--- src/rtl/cma_pkg.sv ---
// Shared types, defaults and register codes of the centered moving average block.
`timescale 1ns / 1ps
package cma_pkg;

   localparam int HalfMaxDefault    = 31;
   localparam int SampleBitsDefault = 16;
   localparam int LengthBitsDefault = 16;

   localparam int SeqLenReset   = 1024;
   localparam int HalfWinBits   = 5;
   localparam int CsrIndexBits  = 2;

   localparam logic [CsrIndexBits-1:0] REG_SEQ_LEN  = 2'd0;
   localparam logic [CsrIndexBits-1:0] REG_HALF_WIN = 2'd1;
   localparam logic [CsrIndexBits-1:0] REG_COMPLEX  = 2'd2;

   typedef enum logic [2:0] {
      ST_IDLE,
      ST_SETUP,
      ST_ACC,
      ST_DIV,
      ST_EMIT
   } cma_state_type;

   typedef struct packed {
      logic accept;
      logic setup;
      logic acc;
      logic div_start;
      logic emit;
   } cma_cmd_type;

   typedef struct packed {
      logic any_result;
      logic acc_done;
      logic div_done;
      logic more;
      logic out_free;
   } cma_status_type;

endpackage

--- src/rtl/cma_ctrl.sv ---
// Controller state machine that sequences window setup, accumulation, division and output.
`timescale 1ns / 1ps
module cma_ctrl (
   input  logic                    clock,
   input  logic                    reset,
   input  logic                    req_tvalid,
   input  cma_pkg::cma_status_type status,
   output logic                    req_tready,
   output cma_pkg::cma_cmd_type    cmd
);
   import cma_pkg::*;

   cma_state_type state_ff;
   cma_state_type state_in;

   always_ff @(posedge clock) begin
      if (reset) begin
         state_ff <= ST_IDLE;
      end else begin
         state_ff <= state_in;
      end
   end

   always_comb begin
      state_in = state_ff;
      case (state_ff)
         ST_IDLE: begin
            if (req_tvalid && status.any_result) state_in = ST_SETUP;
         end
         ST_SETUP: begin
            state_in = ST_ACC;
         end
         ST_ACC: begin
            if (status.acc_done) state_in = ST_DIV;
         end
         ST_DIV: begin
            if (status.div_done) state_in = ST_EMIT;
         end
         ST_EMIT: begin
            if (status.out_free) state_in = status.more ? ST_SETUP : ST_IDLE;
         end
         default: begin
            state_in = ST_IDLE;
         end
      endcase
   end

   always_comb begin
      req_tready    = 1'b0;
      cmd           = '0;
      case (state_ff)
         ST_IDLE: begin
            req_tready = !reset;
            cmd.accept = req_tvalid && !reset;
         end
         ST_SETUP: begin
            cmd.setup = 1'b1;
         end
         ST_ACC: begin
            cmd.div_start = status.acc_done;
            cmd.acc       = !status.acc_done;
         end
         ST_DIV: begin
            cmd = '0;
         end
         ST_EMIT: begin
            cmd.emit = status.out_free;
         end
         default: begin
            cmd = '0;
         end
      endcase
   end

endmodule

--- src/rtl/cma_divider.sv ---
// Bit-serial restoring divider for a signed sum by a small unsigned count, truncating to zero.
`timescale 1ns / 1ps
module cma_divider #(
   parameter int SUM_W = 22,
   parameter int DIV_W = 6
) (
   input  logic             clock,
   input  logic             reset,
   input  logic             start,
   input  logic [SUM_W-1:0] dividend,
   input  logic [DIV_W-1:0] divisor,
   output logic [SUM_W-1:0] quotient,
   output logic             done
);
   localparam int STEP_W = $clog2(SUM_W + 1);

   logic [STEP_W-1:0] steps_ff, steps_in;
   logic              neg_ff, neg_in;
   logic [SUM_W-1:0]  quo_ff, quo_in;
   logic [DIV_W-1:0]  rem_ff, rem_in;
   logic [DIV_W:0]    rem_sh;
   logic              ge;

   always_comb begin
      rem_sh   = {rem_ff, quo_ff[SUM_W-1]};
      ge       = rem_sh >= {1'b0, divisor};
      steps_in = steps_ff;
      neg_in   = neg_ff;
      quo_in   = quo_ff;
      rem_in   = rem_ff;
      if (start) begin
         steps_in = STEP_W'(SUM_W);
         neg_in   = dividend[SUM_W-1];
         quo_in   = dividend[SUM_W-1] ? (~dividend + 1'b1) : dividend;
         rem_in   = '0;
      end else if (steps_ff != '0) begin
         steps_in = steps_ff - 1'b1;
         quo_in   = {quo_ff[SUM_W-2:0], ge};
         rem_in   = ge ? DIV_W'(rem_sh - {1'b0, divisor}) : DIV_W'(rem_sh);
      end
   end

   always_ff @(posedge clock) begin
      if (reset) begin
         steps_ff <= '0;
      end else begin
         steps_ff <= steps_in;
      end
   end

   always_ff @(posedge clock) begin
      neg_ff <= neg_in;
      quo_ff <= quo_in;
      rem_ff <= rem_in;
   end

   assign done     = (steps_ff == '0);
   assign quotient = neg_ff ? (~quo_ff + 1'b1) : quo_ff;

endmodule

--- src/rtl/cma_dpath.sv ---
// Datapath: configuration registers, sample ring, window accumulators, dividers and output stage.
`timescale 1ns / 1ps
module cma_dpath #(
   parameter int HALF_MAX    = cma_pkg::HalfMaxDefault,
   parameter int SAMPLE_BITS = cma_pkg::SampleBitsDefault,
   parameter int LENGTH_BITS = cma_pkg::LengthBitsDefault
) (
   input  logic                              clock,
   input  logic                              reset,
   input  logic                              csr_we,
   input  logic [cma_pkg::CsrIndexBits-1:0]  csr_index,
   input  logic [LENGTH_BITS-1:0]            csr_wdata,
   input  logic [SAMPLE_BITS-1:0]            sample_re,
   input  logic [SAMPLE_BITS-1:0]            sample_im,
   input  cma_pkg::cma_cmd_type              cmd,
   output cma_pkg::cma_status_type           status,
   input  logic                              rsp_tready,
   output logic                              rsp_tvalid,
   output logic [SAMPLE_BITS-1:0]            avg_re,
   output logic [SAMPLE_BITS-1:0]            avg_im,
   output logic [LENGTH_BITS-1:0]            position,
   output logic                              rsp_tlast
);
   import cma_pkg::*;

   localparam int RING_DEPTH = 2 * HALF_MAX + 2;
   localparam int RING_AW    = $clog2(RING_DEPTH);
   localparam int SUM_W      = SAMPLE_BITS + RING_AW;
   localparam int PW         = LENGTH_BITS + 2;

   logic [LENGTH_BITS-1:0] seq_len_ff;
   logic [HalfWinBits-1:0] half_win_ff;
   logic                   complex_ff;

   logic [LENGTH_BITS-1:0] samples_in_ff, results_out_ff;
   logic [RING_AW-1:0]     wp_ff, cur_wp_ff;
   logic [LENGTH_BITS-1:0] cur_j_ff, k_ff, k1_ff;

   logic [RING_AW-1:0]     addr_ff, cnt_ff, left_ff;
   logic                   rdv_ff;
   logic [SAMPLE_BITS-1:0] rd_re_ff, rd_im_ff;
   logic [SUM_W-1:0]       acc_re_ff, acc_im_ff;

   logic [SAMPLE_BITS-1:0] ring_re [RING_DEPTH];
   logic [SAMPLE_BITS-1:0] ring_im [RING_DEPTH];

   logic [PW-1:0] n_len, nm1_half, h_cap, h_eff, j_w, k_w, lo, cnt_w, diff_w;
   logic          is_last, j_ge_h, in_left, in_right;
   logic [RING_AW-1:0] diff, start_addr, wp_next, addr_next;
   logic [RING_AW:0]   wrap_sum;
   logic [SUM_W-1:0]   q_re, q_im;
   logic               div_done_re, div_done_im;

   always_comb begin
      n_len    = (seq_len_ff == '0) ? PW'(1) : PW'(seq_len_ff);
      nm1_half = (n_len - PW'(1)) >> 1;
      h_cap    = (PW'(half_win_ff) < PW'(HALF_MAX)) ? PW'(half_win_ff) : PW'(HALF_MAX);
      h_eff    = (h_cap < nm1_half) ? h_cap : nm1_half;
      j_w      = PW'(samples_in_ff);
      is_last  = (j_w + PW'(1)) >= n_len;
      j_ge_h   = j_w >= h_eff;
      wp_next  = (wp_ff == RING_AW'(RING_DEPTH - 1)) ? '0 : wp_ff + 1'b1;

      k_w      = PW'(k_ff);
      in_left  = k_w < h_eff;
      in_right = (k_w + h_eff + PW'(1)) > n_len;
      if (in_left) begin
         lo    = '0;
         cnt_w = (k_w << 1) + PW'(1);
      end else if (in_right) begin
         lo    = (k_w << 1) + PW'(1) - n_len;
         cnt_w = (n_len << 1) - (k_w << 1) - PW'(1);
      end else begin
         lo    = k_w - h_eff;
         cnt_w = (h_eff << 1) + PW'(1);
      end
      diff_w   = PW'(cur_j_ff) - lo;
      diff     = diff_w[RING_AW-1:0];
      wrap_sum = {1'b0, cur_wp_ff} + (RING_AW + 1)'(RING_DEPTH) - {1'b0, diff};
      start_addr = (cur_wp_ff >= diff) ? (cur_wp_ff - diff) : wrap_sum[RING_AW-1:0];
      addr_next  = (addr_ff == RING_AW'(RING_DEPTH - 1)) ? '0 : addr_ff + 1'b1;
   end

   always_ff @(posedge clock) begin
      if (reset) begin
         seq_len_ff     <= LENGTH_BITS'(SeqLenReset);
         half_win_ff    <= '0;
         complex_ff     <= 1'b1;
         samples_in_ff  <= '0;
         results_out_ff <= '0;
         wp_ff          <= '0;
      end else if (csr_we) begin
         case (csr_index)
            REG_SEQ_LEN:  seq_len_ff  <= csr_wdata;
            REG_HALF_WIN: half_win_ff <= csr_wdata[HalfWinBits-1:0];
            REG_COMPLEX:  complex_ff  <= csr_wdata[0];
            default: begin
            end
         endcase
         samples_in_ff  <= '0;
         results_out_ff <= '0;
         wp_ff          <= '0;
      end else if (cmd.accept) begin
         if (is_last) begin
            samples_in_ff  <= '0;
            results_out_ff <= '0;
            wp_ff          <= '0;
         end else begin
            samples_in_ff  <= samples_in_ff + 1'b1;
            wp_ff          <= wp_next;
            if (j_ge_h) results_out_ff <= results_out_ff + 1'b1;
         end
      end
   end

   always_ff @(posedge clock) begin
      if (cmd.accept) begin
         ring_re[wp_ff] <= sample_re;
         ring_im[wp_ff] <= complex_ff ? sample_im : '0;
      end
      rd_re_ff <= ring_re[addr_ff];
      rd_im_ff <= ring_im[addr_ff];
   end

   always_ff @(posedge clock) begin
      if (cmd.accept) begin
         cur_j_ff  <= samples_in_ff;
         cur_wp_ff <= wp_ff;
         k_ff      <= is_last ? results_out_ff : LENGTH_BITS'(j_w - h_eff);
         k1_ff     <= is_last ? LENGTH_BITS'(n_len - PW'(1)) : LENGTH_BITS'(j_w - h_eff);
      end else if (cmd.emit) begin
         k_ff <= k_ff + 1'b1;
      end
      if (cmd.setup) begin
         addr_ff   <= start_addr;
         cnt_ff    <= cnt_w[RING_AW-1:0];
         acc_re_ff <= '0;
         acc_im_ff <= '0;
      end else if (cmd.acc) begin
         if (left_ff != '0) addr_ff <= addr_next;
         if (rdv_ff) begin
            acc_re_ff <= acc_re_ff + {{RING_AW{rd_re_ff[SAMPLE_BITS-1]}}, rd_re_ff};
            acc_im_ff <= acc_im_ff + {{RING_AW{rd_im_ff[SAMPLE_BITS-1]}}, rd_im_ff};
         end
      end
   end

   always_ff @(posedge clock) begin
      if (reset) begin
         left_ff <= '0;
         rdv_ff  <= 1'b0;
      end else if (cmd.setup) begin
         left_ff <= cnt_w[RING_AW-1:0];
         rdv_ff  <= 1'b0;
      end else begin
         rdv_ff <= cmd.acc && (left_ff != '0);
         if (cmd.acc && (left_ff != '0)) left_ff <= left_ff - 1'b1;
      end
   end

   cma_divider #(
      .SUM_W(SUM_W),
      .DIV_W(RING_AW)
   ) u_div_re (
      .clock   (clock),
      .reset   (reset),
      .start   (cmd.div_start),
      .dividend(acc_re_ff),
      .divisor (cnt_ff),
      .quotient(q_re),
      .done    (div_done_re)
   );

   cma_divider #(
      .SUM_W(SUM_W),
      .DIV_W(RING_AW)
   ) u_div_im (
      .clock   (clock),
      .reset   (reset),
      .start   (cmd.div_start),
      .dividend(acc_im_ff),
      .divisor (cnt_ff),
      .quotient(q_im),
      .done    (div_done_im)
   );

   always_ff @(posedge clock) begin
      if (reset) begin
         rsp_tvalid <= 1'b0;
      end else if (cmd.emit) begin
         rsp_tvalid <= 1'b1;
      end else if (rsp_tready) begin
         rsp_tvalid <= 1'b0;
      end
   end

   always_ff @(posedge clock) begin
      if (cmd.emit) begin
         avg_re    <= q_re[SAMPLE_BITS-1:0];
         avg_im    <= complex_ff ? q_im[SAMPLE_BITS-1:0] : '0;
         position  <= k_ff;
         rsp_tlast <= (k_ff == k1_ff);
      end
   end

   always_comb begin
      status.any_result = is_last || j_ge_h;
      status.acc_done   = (left_ff == '0) && !rdv_ff;
      status.div_done   = div_done_re && div_done_im;
      status.more       = (k_ff != k1_ff);
      status.out_free   = !rsp_tvalid || rsp_tready;
   end

endmodule

--- src/rtl/centered_moving_average.sv ---
// Top level of the centered moving average block with shrinking windows at the block ends.
`timescale 1ns / 1ps
// Samples of a block of sequence_length values arrive one per request; for each position k
// the block returns the mean of a centred window of half-width h, shrinking symmetrically
// near either end, truncated toward zero. The effective h is the least of half_window,
// HALF_MAX and (N-1)/2. Result k leaves with sample k+h, and the last sample of a block
// flushes the remaining h+1 results. A request that causes no result leaves the block ready. For
// each result the ring memory is read one entry a cycle into the running sums over the window
// of cnt <= 2h+1 entries, then a bit-serial divider produces the mean. A new request is
// taken once the last result of the previous one sits in the output register. Any
// configuration write restarts the block. The ring memory needs no clearing after reset.
module centered_moving_average #(
   parameter int HALF_MAX    = cma_pkg::HalfMaxDefault,
   parameter int SAMPLE_BITS = cma_pkg::SampleBitsDefault,
   parameter int LENGTH_BITS = cma_pkg::LengthBitsDefault
) (
   input  logic                                        clock,
   input  logic                                        reset,
   input  logic                                        csr_we,
   input  logic [cma_pkg::CsrIndexBits-1:0]            csr_index,
   input  logic [LENGTH_BITS-1:0]                      csr_wdata,
   input  logic                                        req_tvalid,
   output logic                                        req_tready,
   // sample_re, sample_im
   input  logic [((2*SAMPLE_BITS+7)/8)*8-1:0]          req_tdata,
   output logic                                        rsp_tvalid,
   input  logic                                        rsp_tready,
   // avg_re, avg_im, position
   output logic [((2*SAMPLE_BITS+LENGTH_BITS+7)/8)*8-1:0] rsp_tdata,
   output logic                                        rsp_tlast
);
   import cma_pkg::*;

   localparam int OUT_W = ((2 * SAMPLE_BITS + LENGTH_BITS + 7) / 8) * 8;

   cma_cmd_type            cmd;
   cma_status_type         status;
   logic [SAMPLE_BITS-1:0] avg_re, avg_im;
   logic [LENGTH_BITS-1:0] position;

   cma_ctrl u_ctrl (
      .clock     (clock),
      .reset     (reset),
      .req_tvalid(req_tvalid),
      .status    (status),
      .req_tready(req_tready),
      .cmd       (cmd)
   );

   cma_dpath #(
      .HALF_MAX   (HALF_MAX),
      .SAMPLE_BITS(SAMPLE_BITS),
      .LENGTH_BITS(LENGTH_BITS)
   ) u_dpath (
      .clock     (clock),
      .reset     (reset),
      .csr_we    (csr_we),
      .csr_index (csr_index),
      .csr_wdata (csr_wdata),
      .sample_re (req_tdata[SAMPLE_BITS-1:0]),
      .sample_im (req_tdata[2*SAMPLE_BITS-1:SAMPLE_BITS]),
      .cmd       (cmd),
      .status    (status),
      .rsp_tready(rsp_tready),
      .rsp_tvalid(rsp_tvalid),
      .avg_re    (avg_re),
      .avg_im    (avg_im),
      .position  (position),
      .rsp_tlast (rsp_tlast)
   );

   assign rsp_tdata = OUT_W'({position, avg_im, avg_re});

   a_no_result_ready: assert property (@(posedge clock) disable iff (reset)
      (req_tvalid && req_tready && !status.any_result) |=> req_tready)
      else $error("ready not restored after a request without results");

   a_div_busy: assert property (@(posedge clock) disable iff (reset)
      cmd.div_start |=> !status.div_done)
      else $error("divider did not start");

   a_hold_between_results: assert property (@(posedge clock) disable iff (reset)
      (cmd.emit && status.more) |=> !req_tready)
      else $error("request taken while results of the previous one remain");

endmodule
--- config.mk ---
export PLATFORM = sky130hd
export DESIGN_NAME = centered_moving_average
export DESIGN_NICKNAME = d
export VERILOG_FILES = /design/src/rtl/cma_pkg.sv /design/src/rtl/cma_ctrl.sv /design/src/rtl/cma_divider.sv /design/src/rtl/cma_dpath.sv /design/src/rtl/centered_moving_average.sv
export SDC_FILE = /design/constraint.sdc
export NUM_CORES = 2
export LEC_CHECK = 0
export BUFFER_PORTS_ARGS = -buffer_cell sky130_fd_sc_hd__buf_4
export CORE_MARGIN = 5
export CORE_UTILIZATION = 50
export DETAILED_ROUTE_END_ITERATION = 10
export PLACE_DENSITY = 0.71
export SYNTH_ARGS = -nofsm -noshare
export SYNTH_HDL_FRONTEND = slang
export SYNTH_SLANG_ARGS = --single-unit
--- constraint.sdc ---
create_clock -name clock -period 14.05 [get_ports clock]
set_clock_uncertainty 0.05 [all_clocks]
set_input_delay 0 -clock clock [delete_from_list [all_inputs] [get_ports clock]]
set_output_delay 0 -clock clock [all_outputs]
set_load 0.05 [all_outputs]
After elaboration in Yosys (flattened, before gate mapping)
Memories as Yosys holds them, arrays and structs flattened. A register that Yosys moved wholly into a read port is not among the register bits.
Cells that the tools add are included.
- flip-flop bits (word level): 288
- bits in writable memories: 2048
- bits of input ports: 55
- output and inout port bits: 51
- word-level logic and storage cells: 183
- memories: 2
- add/sub/neg operators: 31
- magnitude comparators: 9
- equality and inequality tests: 14
- muxes and demuxes: 53
- bitwise gates (word level): 4
- reductions and logical operators: 38
- memories (name ; words ; bits a word ; rd ports ; clocked after Yosys merged registers in ; write ports ; line ; RTL):
    u_dpath.ring_im ; 64 ; 16 ; 1 ; 1 ; 1 ; cma_dpath.sv:45 ; logic [SAMPLE_BITS-1:0] ring_im [RING_DEPTH];
    u_dpath.ring_re ; 64 ; 16 ; 1 ; 1 ; 1 ; cma_dpath.sv:44 ; logic [SAMPLE_BITS-1:0] ring_re [RING_DEPTH];
- operator list (operator ; count):
    two-way mux 16 bit ; 11
    two-way mux 22 bit ; 6
    two-way mux 6 bit ; 15
    adder 16 x 1 -> 16 bit (second input constant) ; 5
    subtractor 6 bit ; 8
    adder 22 x 1 -> 22 bit (second input constant) ; 2
    adder 22 bit ; 2
    NOT 22 bit ; 2
    NOT 16 bit ; 2
    adder 6 x 1 -> 6 bit (second input constant) ; 5
    two-way mux 5 bit ; 5
    adder 16 x 17 -> 18 bit ; 1
    adder 18 x 1 -> 18 bit (second input constant) ; 1
    > comparator 18 x 16 -> 1 bit ; 1
    < comparator 18 x 17 -> 1 bit ; 1
    adder 16 x 1 -> 17 bit (second input constant) ; 1
    greater-or-equal comparator 16 x 17 -> 1 bit ; 1
    greater-or-equal comparator 17 x 16 -> 1 bit ; 1
    < comparator 16 x 17 -> 1 bit ; 1
    two-way mux 17 bit ; 1
    subtractor 16 x 1 -> 17 bit (second input constant) ; 1
    == test 16 bit ; 1
    logical NOT 16 bit ; 1
    inequality test 16 bit ; 1
    31 further kinds ; 73

Depth between registers and ports, before layout
- word-level depth: 14
- depth in mapped cells: 46
- gate-level depth less buffers: 45

By module
A second synthesis with hierarchy kept.
- cells, all modules: 5346
- area total of the unflattened synthesis: 98883.6 um2
- by module, submodules not included (module ; instances ; cells an instance ; area each (um2) ; seq. area each (um2)):
    cma_dpath ; 1 ; 4733 ; 93407.1 ; 67504.7
    cma_divider ; 2 ; 294 ; 2620.0 ; 910.9
    cma_ctrl ; 1 ; 25 ; 236.5 ; 60.1

Least setup slack after synthesis
Ideal clock, no wire load.
- path kind: reg2reg
- from: register u_dpath.seq_len_ff[5]
- to: register u_dpath.addr_ff[5], data pin
- data arrival time: 8.291 ns
- slack: 5.551 ns
- stages on the path, launching flop included: 43
- buffers on the path: 1
- clock period less this slack: 8.499 ns
- path through: dfxtp_1 > buf_2 > nor4_2 > and4_4 > a21o_2 > nor3_1 > xnor2_1 > ha_1 > or4_1 > o311ai_4 > nand2_1 > o21ai_1 > inv_2 > ha_1 > fa_1 > nor2b_1 > o31a_1 > o211ai_1 > (+7 left out) > nor2_1 > a221o_1 > nor3_1 > a32oi_2 > nor2_4 > a21oi_1 > nor2_1 > ha_1 > fa_1 > ha_1 > nor2b_1 > o21ai_0 > nand2b_1 > a21o_1 > a21oi_1 > xnor2_1 > a2111o_1 > o211ai_1
- word-level cells in the longest chain between the ends: 14
- elaborated cells between the ends (all ways): 19
- those cells by class: 8 x add/sub; 4 x order compare; 6 x mux; 1 x reduce/logical
- ends and longest elaborated chain (item ; line ; RTL):
    start, declared ; cma_dpath.sv:31 ; logic [LENGTH_BITS-1:0] seq_len_ff;
    start signal, assigned ; cma_dpath.sv:86 ; seq_len_ff <= LENGTH_BITS'(SeqLenReset);
    start signal, assigned ; cma_dpath.sv:94 ; REG_SEQ_LEN: seq_len_ff <= csr_wdata;
    logical NOT 16 bit ; cma_dpath.sv:55 ; n_len = (seq_len_ff == '0) ? PW'(1) : PW'(seq_len_ff);
    two-way mux 16 bit (*) ; cma_dpath.sv:55 ;
    subtractor 16 x 1 -> 17 bit ; cma_dpath.sv:56 ; nm1_half = (n_len - PW'(1)) >> 1;
    < comparator 18 x 17 -> 1 bit ; cma_dpath.sv:58 ; h_eff = (h_cap < nm1_half) ? h_cap : nm1_half;
    two-way mux 17 bit ; cma_dpath.sv:58 ;
    adder 16 x 17 -> 18 bit ; cma_dpath.sv:66 ; in_right = (k_w + h_eff + PW'(1)) > n_len;
    adder 18 x 1 -> 18 bit ; cma_dpath.sv:66 ;
    > comparator 18 x 16 -> 1 bit ; cma_dpath.sv:66 ;
    two-way mux 6 bit ; cma_dpath.sv:70 ; end else if (in_right) begin
    two-way mux 6 bit (*) ; cma_dpath.sv:67 ; if (in_left) begin
    subtractor 6 bit (*) ; cma_dpath.sv:77 ; diff_w = PW'(cur_j_ff) - lo;
    subtractor 6 bit, or another cell as far along ; cma_dpath.sv:79 ; wrap_sum = {1'b0, cur_wp_ff} + (RING_AW + 1)'(RING_DEPTH) - {1'b0, diff};
    two-way mux 6 bit (*) ; cma_dpath.sv:80 ; start_addr = (cur_wp_ff >= diff) ? (cur_wp_ff - diff) : wrap_sum[RING_AW-1:0];
    two-way mux 6 bit (*) ; cma_dpath.sv:134 ; if (cmd.setup) begin
    end signal, assigned ; cma_dpath.sv:135 ; addr_ff <= start_addr;
    end signal, assigned ; cma_dpath.sv:140 ; if (left_ff != '0) addr_ff <= addr_next;
    end, declared ; cma_dpath.sv:39 ; logic [RING_AW-1:0] addr_ff, cnt_ff, left_ff;
Mark *: on every way between the ends. The rest lies on a longest branch, timed or not.
A chain may end at the register's enable or synchronous reset.

Worst setup path in the final report
- from: register u_dpath.seq_len_ff[1]
- to: register u_dpath.addr_ff[5], data pin
Same word-level chain as after synthesis.

==> results by group <==
Yosys
  • Mux cell area share after synthesis: 12.2%
  • Main synth FF type: edfxtp_1
  • Syn avg cell area: 16.0 µm²
  • Yosys top cell area share: 66.3%
  • Seq/Total Area, Yosys: 69.7%
  • Dominant cell type by area after synthesis: edfxtp_1
  • Main area contributors after synthesis: edfxtp_1 66%, mux4_2 7.0%, mux2i_1 4.0%
  • Simple-Gate Fraction of Synth Area: 4.81%
  • Post-Syn Instances: 6206
  • Cell Area, Synth: 0.0996 mm²
  • Number of synthesized flops with an enable pin: 2198
  • Cell variety after synth: 94
  • Async SR Flop Fraction: 0%
  • Yosys warns: 0
  • Post-Synth XOR/XNOR Area: 1.85%
  • Seq cells post-synth: 2367
  • Adder-Cell Fraction of Synth Area: 2.34%
  • Largest family of logic cells by synthesized area: multiplexers
  • Compound-Gate Fraction of Synth Area: 7.38%

Timing
  • FMAX: 97.1 MHz
  • Max Slew Vio Count: 0
  • RSZ-0062 raised after global routing: no
  • Slew HR: 9.62%
  • Final min period: 10.29 ns
  • Finish-stage setup viols: 0
  • Period utilization: 73.3%
  • Worst-Margin Slew: 1.36 ns
  • Post-route setup TNS: 0 ns
  • Fin Hold WS: 0.0664 ns
  • Final WS setup: 3.76 ns
  • Final hold vios: 0

Global route
  • Antenna violations before repair: 24
  • Grt total ovfl: 0
  • Vias in the first global route: 56200
  • Total Routing Usage GR: 24.5%
  • Largest net degree at the start of global routing: 120
  • First-pass GRT wire length: 378 mm

Detailed routing
  • Iteration count of the initial detailed-routing pass: 6
  • DR vias/cell: 6.18
  • Drt drc: 0
  • Routed Antenna Nets: 0
  • WL final: 261 mm
  • Via count: 57600
  • 1st-iter DRT viols: 7149
  • Wirelength per Cell: 28.0 µm

Job
  • MaxCap Viol Count: 0

Clock tree
  • Clock sinks: 2367
  • Post-CTS Setup Repair Bufs: 0
  • Max H-tree Level: 4
  • Clock Tree Root: clkbuf_16
  • Reg clk slew, reported paths: 0.06 ns
  • CTS Buf Count: 222
  • Clock Path Buffers: 3
  • Post_cts resized: 0
  • Skew-Pair Late Insertion Delay: 0.85 ns
  • CTS tree: yes

Placement
  • Pre-CTS setup slack: 3.85 ns
  • DP HPWL: 145 mm
  • GP Congestion: 0.879
  • Port Buffer Count: 105

Worst setup path
  • R2R Path End: u_dpath.addr_ff[5]
  • CP max stage delay: 0.60 ns
  • Critical Path RT: 14.69 ns
  • Worst path slowest cell: or4_4
  • Crit start category: flip-flop
  • CP endpoint: u_dpath.addr_ff[5]
  • Worst r2r src: u_dpath.seq_len_ff[1]
  • Critical Path End Type: flip-flop
  • Cells on worst reg2reg path: 39
  • CP Class: flip-flop to flip-flop
  • Cell mode on critical path: ha_1
  • CP max FO: 10
  • Worst reg2reg setup slack: 3.76 ns
  • Worst EP arrival: 10.93 ns
  • Crit path from: u_dpath.seq_len_ff[1]

Final layout
  • Layout cells sized above 1: 17.2%
  • Nets: 6705
  • Area Growth Syn to Fin: 13.2%
  • Fillers: 14800
  • Util after Layout: 57.0%

Floorplan
  • Num rows: 163
  • Die area: 0.208 mm²
  • Core area: 0.198 mm²
  • Die height: 456 µm
  • Die span in x: 456 µm
  • Starting Density: 50.3%
  • I/O pins: 106

Power and ir drop
  • Leak pwr: 37.8 nW
  • Worst vdd ir: 0.133 mV
  • Pwr per Cell Area: 137 mW/mm²

Min path
  • Hold Crit Class: primary input to flip-flop

Status
  • Status: finished clean
cell type report:
| cell class | instances | area [µm²] | share of cell area (%) |
|---|---|---|---|
| diodes | 5 | 12.5 | 0.0111 |
| well taps | 2640 | 3300 | 2.93 |
| inverters | 92 | 345 | 0.306 |
| repair buffers | 339 | 2870 | 2.54 |
| clock inverters | 154 | 1660 | 1.47 |
| clock buffers | 270 | 5930 | 5.27 |
| flip-flops and latches | 2367 | 69400 | 61.6 |
| multi-input cells | 3449 | 29200 | 25.9 |
repair_timing:
item / 4_1_cts / 5_1_grt
hold buffers: 98 / 0
endpoints found under the hold margin: 1521 / 0
setup endpoints to repair: 0 / 0
Yosys cell counts, types with 40 or more instances:
| cell | number |
|---|---|
| nand3_1 | 58 |
| nor2_1 | 235 |
| buf_1 | 53 |
| xor2_1 | 72 |
| edfxtp_1 | 2198 |
| dfxtp_1 | 169 |
| a21oi_1 | 416 |
| o221ai_1 | 124 |
| clkbuf_1 | 221 |
| mux4_2 | 308 |
| mux2_2 | 115 |
| nor3_1 | 47 |
| a21o_1 | 40 |
| o22ai_1 | 135 |
| mux2i_1 | 393 |
| nand2_1 | 406 |
| o21ai_0 | 251 |
| xnor2_1 | 136 |
| inv_1 | 87 |
| ha_1 | 168 |
| buf_2 | 52 |
routing by layer:
layer  vias up  routed length (µm)  global-route usage (%)
met4        12                7950                    7.23
met1     29200              104000                    34.3
met5         -                  84                       0
met3       453               25400                    4.82
met2      2875              123000                    39.3
li1      25000                   -                       -
flip-flops by register name (all words and copies together) (netlist names), 22 cells and up:
| signal | flops |
|---|---|
| u_dpath.ring_re | 1024 |
| u_dpath.u_div_im.quo_ff | 22 |
| u_dpath.ring_im | 1024 |
| u_dpath.acc_im_ff | 22 |
| u_dpath.u_div_re.quo_ff | 22 |
| u_dpath.acc_re_ff | 22 |
worst min path at each step:
stage / slack, ns / end / cells after the start / from
global route: 0.09 / u_ctrl.state_ff[2] / 5 / rsp_tready
finish: 0.07 / u_ctrl.state_ff[2] / 5 / rsp_tready
floorplan: 0.05 / u_dpath.ring_re[0][0] / 0 / req_tdata[0]
detailed placement: 0.18 / u_dpath.seq_len_ff[10] / 2 / csr_wdata[10]
global placement: 0.17 / u_dpath.seq_len_ff[10] / 2 / csr_wdata[10]
CTS: 0.02 / u_ctrl.state_ff[2] / 5 / rsp_tready
stage by stage:
stage | cells | power, mW | cell area (µm²)
floorplan | 6240 | 8.98 | 99700
global placement | 8789 | 9.34 | 104000
detailed placement | 8789 | 9.38 | 104000
CTS | 9311 | 15.5 | 113000
global route | 9311 | 16.0 | 113000
finish | 9316 | 15.5 | 113000
power breakdown:
group	switching, mW	internal (mW)	total, mW
Combinational	0.757	0.463	1.22
Sequential	0.128	7.91	8.04
Clock	2.63	3.58	6.21
layout by cell type (no fill, tap or decap), types with 25 or more instances in the layout:
master	n
nand2_1	403
clkbuf_16	228
o211ai_1	32
mux4_2	308
nor2_1	169
o221ai_1	124
bufinv_16	31
or3_1	25
xor2_1	72
o22ai_1	135
clkinv_2	37
nor2b_1	26
mux2i_1	393
nor3_1	47
clkbuf_1	35
nor2_4	66
ha_1	168
inv_1	87
clkinv_1	52
nand3_1	58
conb_1	36
nand4_1	32
dfxtp_1	168
a21oi_1	416
edfxtp_1	2198
mux2_2	115
dlygate4sd3_1	98
o21ai_0	250
nand2b_1	27
a21o_1	40
buf_4	235
xnor2_1	136
a211oi_1	28
worst max-delay path: cells and delay by family (launching register included):
kind | cells | cell delay [ns]
flops | 1 | 0.44
buf+inv | 1 | 0.07
xor+xnor | 3 | 0.49
compound gates | 14 | 3.40
fa+ha+maj | 7 | 2.22
simple gates | 14 | 3.45
logic make-up after synthesis:
kind of cell | count (synthesis)
adders and majority gates | 180
and+or+nand+nor | 1018
buffers and inverters | 424
muxes | 817
AOI/OAI and AO/OA | 1189
DFF | 2367
xor gates and xnor gates | 209
other | 2
No activity file was read; power rests on OpenSTA's default activity.
